## src/rtl/gtpu_pkg.sv

```systemverilog
// gtpu_pkg: shared types and codes for the guest trap and privilege unit
// no dependencies; imported by every module under rtl

package gtpu_pkg;

  // operation codes carried in the opcode field
  typedef enum logic [1:0] {
    OP_EXCEPTION = 2'd0,
    OP_DEFER     = 2'd1,
    OP_XRET      = 2'd2,
    OP_SATP      = 2'd3
  } opcode_e;

  // privilege levels
  typedef enum logic [1:0] {
    PRIV_USER    = 2'd0,
    PRIV_SUPER   = 2'd1,
    PRIV_HYPER   = 2'd2,
    PRIV_MACHINE = 2'd3
  } priv_e;

  // result status codes
  typedef enum logic [2:0] {
    ST_OK         = 3'd0,
    ST_DEFER_FULL = 3'd1,
    ST_XRET_USER  = 3'd2,
    ST_XRET_UP    = 3'd3,
    ST_XRET_HYPER = 3'd4,
    ST_BAD_PAGING = 3'd5
  } status_e;

  // page-table switch report
  typedef enum logic [1:0] {
    SW_NONE   = 2'd0,
    SW_SHADOW = 2'd1,
    SW_ROOT   = 2'd2
  } switch_e;

  // configuration register indexes
  typedef enum logic [2:0] {
    CFG_EXC_DELEG = 3'd0,
    CFG_IRQ_DELEG = 3'd1,
    CFG_M_VECTOR  = 3'd2,
    CFG_S_VECTOR  = 3'd3,
    CFG_MPP       = 3'd4,
    CFG_SPP       = 3'd5,
    CFG_PAGING    = 3'd6
  } cfg_idx_e;

  localparam int unsigned CauseAsyncBit = 63;
  localparam logic [3:0]  PagingBare    = 4'd0;
  localparam logic [3:0]  PagingSv39    = 4'd8;

  // input beat
  typedef struct packed {
    logic [1:0]  opcode;
    logic [63:0] trap_cause;
    logic [63:0] trap_pc;
    logic [63:0] trap_value;
  } in_t;

  // result beat
  typedef struct packed {
    logic [63:0] next_pc;
    logic        next_pc_valid;
    logic [2:0]  status;
    logic [1:0]  table_switch;
    logic [1:0]  mode_now;
    logic        trap_taken;
  } out_t;

  // configuration register file contents
  typedef struct packed {
    logic [63:0] exc_delegation;
    logic [63:0] irq_delegation;
    logic [63:0] machine_vector;
    logic [63:0] super_vector;
    logic [1:0]  machine_prev_mode;
    logic        super_prev_mode;
    logic [3:0]  paging_mode;
  } cfg_t;

  // architectural trap state of the hart
  typedef struct packed {
    logic [1:0]  priv_mode;
    logic        m_int_enable;
    logic        m_prev_int_enable;
    logic        s_int_enable;
    logic        s_prev_int_enable;
    logic        m_double_trap;
    logic [63:0] m_epc;
    logic [63:0] s_epc;
    logic [63:0] m_cause;
    logic [63:0] m_tval;
    logic [63:0] s_cause;
    logic [63:0] s_tval;
    logic        pending_flag;
    logic [63:0] pending_cause;
    logic        shadow_active;
  } state_t;

endpackage

```

## src/rtl/gtpu_cfg_regs.sv

```systemverilog
// gtpu_cfg_regs: configuration register file written over the cfg channel
// depends on gtpu_pkg

module gtpu_cfg_regs import gtpu_pkg::*; (
  input  logic        clk_i,
  input  logic        rst_ni,
  input  logic        wr_en_i,
  input  logic [2:0]  wr_index_i,
  input  logic [63:0] wr_data_i,
  output cfg_t        cfg_o
);

  cfg_t cfg_q, cfg_d;

  // decode a write beat; indexes past the list are dropped
  always_comb begin
    cfg_d = cfg_q;
    if (wr_en_i) begin
      case (wr_index_i)
        CFG_EXC_DELEG: cfg_d.exc_delegation    = wr_data_i;
        CFG_IRQ_DELEG: cfg_d.irq_delegation    = wr_data_i;
        CFG_M_VECTOR:  cfg_d.machine_vector    = wr_data_i;
        CFG_S_VECTOR:  cfg_d.super_vector      = wr_data_i;
        CFG_MPP:       cfg_d.machine_prev_mode = wr_data_i[1:0];
        CFG_SPP:       cfg_d.super_prev_mode   = wr_data_i[0];
        CFG_PAGING:    cfg_d.paging_mode       = wr_data_i[3:0];
        default:       cfg_d = cfg_q;
      endcase
    end
  end

  always_ff @(posedge clk_i or negedge rst_ni) begin
    if (!rst_ni) begin
      cfg_q <= '0;
    end else begin
      cfg_q <= cfg_d;
    end
  end

  assign cfg_o = cfg_q;

endmodule

```

## config.mk

```make
export PLATFORM = sky130hd
export DESIGN_NAME = gtpu_cfg_regs
export DESIGN_NICKNAME = d
export VERILOG_FILES = /design/src/rtl/gtpu_pkg.sv /design/src/rtl/gtpu_cfg_regs.sv
export SDC_FILE = /design/constraint.sdc
export NUM_CORES = 1
export LEC_CHECK = 0
export ABC_AREA = 1
export BUFFER_PORTS_ARGS = -buffer_cell sky130_fd_sc_hd__buf_4
export CAP_MARGIN = 25
export CORE_MARGIN = 2
export CORE_UTILIZATION = 46
export CTS_BUF_LIST = sky130_fd_sc_hd__clkbuf_8 sky130_fd_sc_hd__clkbuf_16
export DETAILED_ROUTE_END_ITERATION = 8
export PLACE_DENSITY = 0.73
export RECOVER_POWER = 25
export SYNTH_ARGS = -nofsm -noshare
export SYNTH_HDL_FRONTEND = slang
export SYNTH_SLANG_ARGS = --single-unit
```

## constraint.sdc

```tcl
create_clock -name clk_i -period 0.8 [get_ports clk_i]
set_input_delay 0.04 -clock clk_i [delete_from_list [all_inputs] [get_ports clk_i]]
set_output_delay 0.04 -clock clk_i [all_outputs]
set_load 0.005 [all_outputs]
```

==> metrics <==
core area=0.0219 sq mm; post-route cell area=0.0170 sq mm; worst-margin pin slew=0.497 ns; Worst setup SP type=flop; DP Area=0.0134 sq mm; pin count of the biggest net entering global routing=64; Crit path arrival time=roughly 1.1 ns; routed wire length=between 30,000 and 40,000 um; met3 wire length=2950 um; leading area contributor after synthesis=dfrtp_1; TritonRoute pass-1 iters=7; met2 WL post-DR=between 15,000 and 20,000 um; Vias per Instance=5.37; sequential-to-total area share from yosys stat=about 64%; Syn Inst Count=1,147; WP buf/inv=1; Crit. End Element=output pin; power per cell area=2480 mW/mm^2; Critical Path Slowest Stage Cell=dfrtp_1; Post-Synth Adder-Cell Area=0%; critical-path cell list=buf_6; FFs w/ async S/R, synth=100%; number of global-route vias before repair=approximately 10,000; die width=154 um; hold_sp=wr_index_i[2]; DRT iter0 DRCs=894; EDFF count, synth=0; root buffer cell=clkbuf_16; post-synthesis mux area share=0%; Post-Synth Simple-Gate Area=roughly a third; Worst Path Max Fanout=2; failing checks=setup timing; reg2reg end=cfg_o[127]; flops & latches, synth=263; clock latency on the worst-skew pair=roughly 0.52 ns; Metal-1 WL=approximately 15,000 um; WL/cell=between 15 and 20 um; Max clock buf depth=3; Clock transition at path regs=0.06 ns; Ys Warns=0; initial antenna violation count=0; PortBufs=about 330; H-tree depth=1; count leader, synth=nand2_1; Compound-Gate Fraction of Synth Area=0%; status=finished with violations; Final Hold Fails=0; Clock Skew=0 ns; slowest stage delay, CP=0.43 ns; Post-Syn Area per Cell=roughly 9.0 sq um; first-pass GRT wire length=56,100 um; Antenna Nets Post-Route=0; min Tclk post-route=1.13 ns; fin util=77.8%; Syn Nets=approximately 1,200; min-delay worst type=input port to flop; DRC=0; WS Path Type=flop to output pin; worst reg-to-reg path cell count=4; smallest hold slack=0.0133 ns; fin. max-slew vios=0; Fmax=887 MHz; die area=around 0.024 sq mm; area delta synth->final=65.5%; final period utilization=141%; total congestion overflow=0; leak pwr=slightly above 9 nW; Max VDD drop=0.00170 V; delay-heaviest family, CP=flip-flops; Cell variety after synth=13; dpl hpwl=between 20,000 and 25,000 um; max reg flops=roughly 260; worst rel slew slack=66.9%; flop-to-flop setup slack=-0.11 ns; Clock Sinks=between 200 and 300; Synth Area in XOR/XNOR=0%; Max-Cap Viols=0; main combinational cell family by area after synthesis=simple AND/OR/NAND/NOR gates; Top Layer Used=met4; clock buffer count from CTS=27; CTS tree=done; Worst Setup SP=cfg_o[168]; most frequent cells after synthesis=nand2_1 (605), dfrtp_1 (263), nand3_1 (195), buf_2 (55), buf_6 (6); layout cell share with drive strength beyond 1=35.3%; setup TNS=-74.93 ns; antenna diode count=0; CP required=0.76 ns; GRT Total Usage=between 20 and 30%; setup violators final=288; Worst R2R Start=cfg_o[127]; Core Rows=54; synth top area cells=dfrtp_1 (64%), nand2_1 (22%), nand3_1 (9.5%), buf_2 (2.7%), buf_6 (0.66%); Critical Path Sink=cfg_o[168]; Die H=roughly 150 um; Setup WS post-layout=-0.328 ns; GPL Wtd Cong=0.835; CP Depth=1; RSZ-0062 raised after global routing=true; vias after detailed routing=10,700; Initial Utilization=47.0%; synthesized cell area=0.0103 sq mm; Top-Level Pins=333; Primary FF master, synth=dfrtp_1; post-layout net count=1,771; share of the synthesized area in the top cell type=63.9%
## final cells by class
class,count,area [sq um]
Sequential cell,263,6580
Timing Repair Buffer,597,5890
Fill cell,1321,4850
Multi-Input combinational cell,806,3390
Clock buffer,31,731
Tap cell,280,350
Clock inverter,12,82.6
Inverter,6,22.5
## how the worst min path moves through the flow
stage | endpoint | slack (ns) | cells past startpoint
2_1_floorplan | cfg_o[0] | -0.26 | 0
3_3_place_gp | cfg_o[64] | -0.08 | 1
3_5_place_dp | cfg_o[64] | -0.07 | 1
4_1_cts | cfg_o[66] | -0.03 | 2
5_1_grt | cfg_o[202] | 0.01 | 5
6_report | cfg_o[202] | 0.01 | 5
## metal layers
layer,GRT usage (%),vias up
met4,11.3,0
met1,38.3,5226
met3,5.83,128
met5,0,-
met2,49.5,624
li1,-,4730
## power by group
| group | internal (mW) | switching (mW) | total, mW | leakage (nW) |
|---|---|---|---|---|
| clock | 6.75 | 5.03 | 11.8 | 0.420 |
| combinational | 7.81 | 4.78 | 12.6 | 5.55 |
| sequential | 15.8 | 2.09 | 17.9 | 3.31 |
## repair_timing
item                                    in CTS  in global routing
buffers inserted                            73                 82
pin swaps                                    0                  7
gates resized for setup                    263                 36
endpoints found under the setup margin     263                281
hold endpoints to repair                   526                 17
hold buffers                                69                  2
## cells in the final DEF, fill, tap and decap left out
master         count
nand2_1          574
buf_6            272
dfrtp_1          262
buf_4            235
nand3_1          195
dlygate4sd3_1     70
nand2_2           31
clkbuf_16         27
buf_12            16
inv_1              9
nor2_4             5
clkbuf_8           4
inv_2              3
clkinv_2           3
clkbuf_4           3
clkinvlp_4         2
nor2_2             1
dfrtp_2            1
bufinv_16          1
buf_8              1
## kinds of logic (layout without fill, tap and decap cells)
| logic type | count (synthesis) | count (layout) |
|---|---|---|
| simple gates | 806 | 806 |
| flops | 263 | 263 |
| buf+inv | 78 | 646 |
## stage by stage
| step | std cells | setup WS, ns | total power, mW |
|---|---|---|---|
| after CTS | 1918 | -0.341 | 40.8 |
| after global routing | 1995 | -0.351 | 44.0 |
| final | 1995 | -0.328 | 42.3 |
| after global placement | 1733 | -0.233 | 25.6 |
| after floorplan | 1147 | 0.0258 | 19.9 |
| after detailed placement | 1733 | -0.279 | 25.8 |
Note: power is estimated with default switching activity, not from simulation.
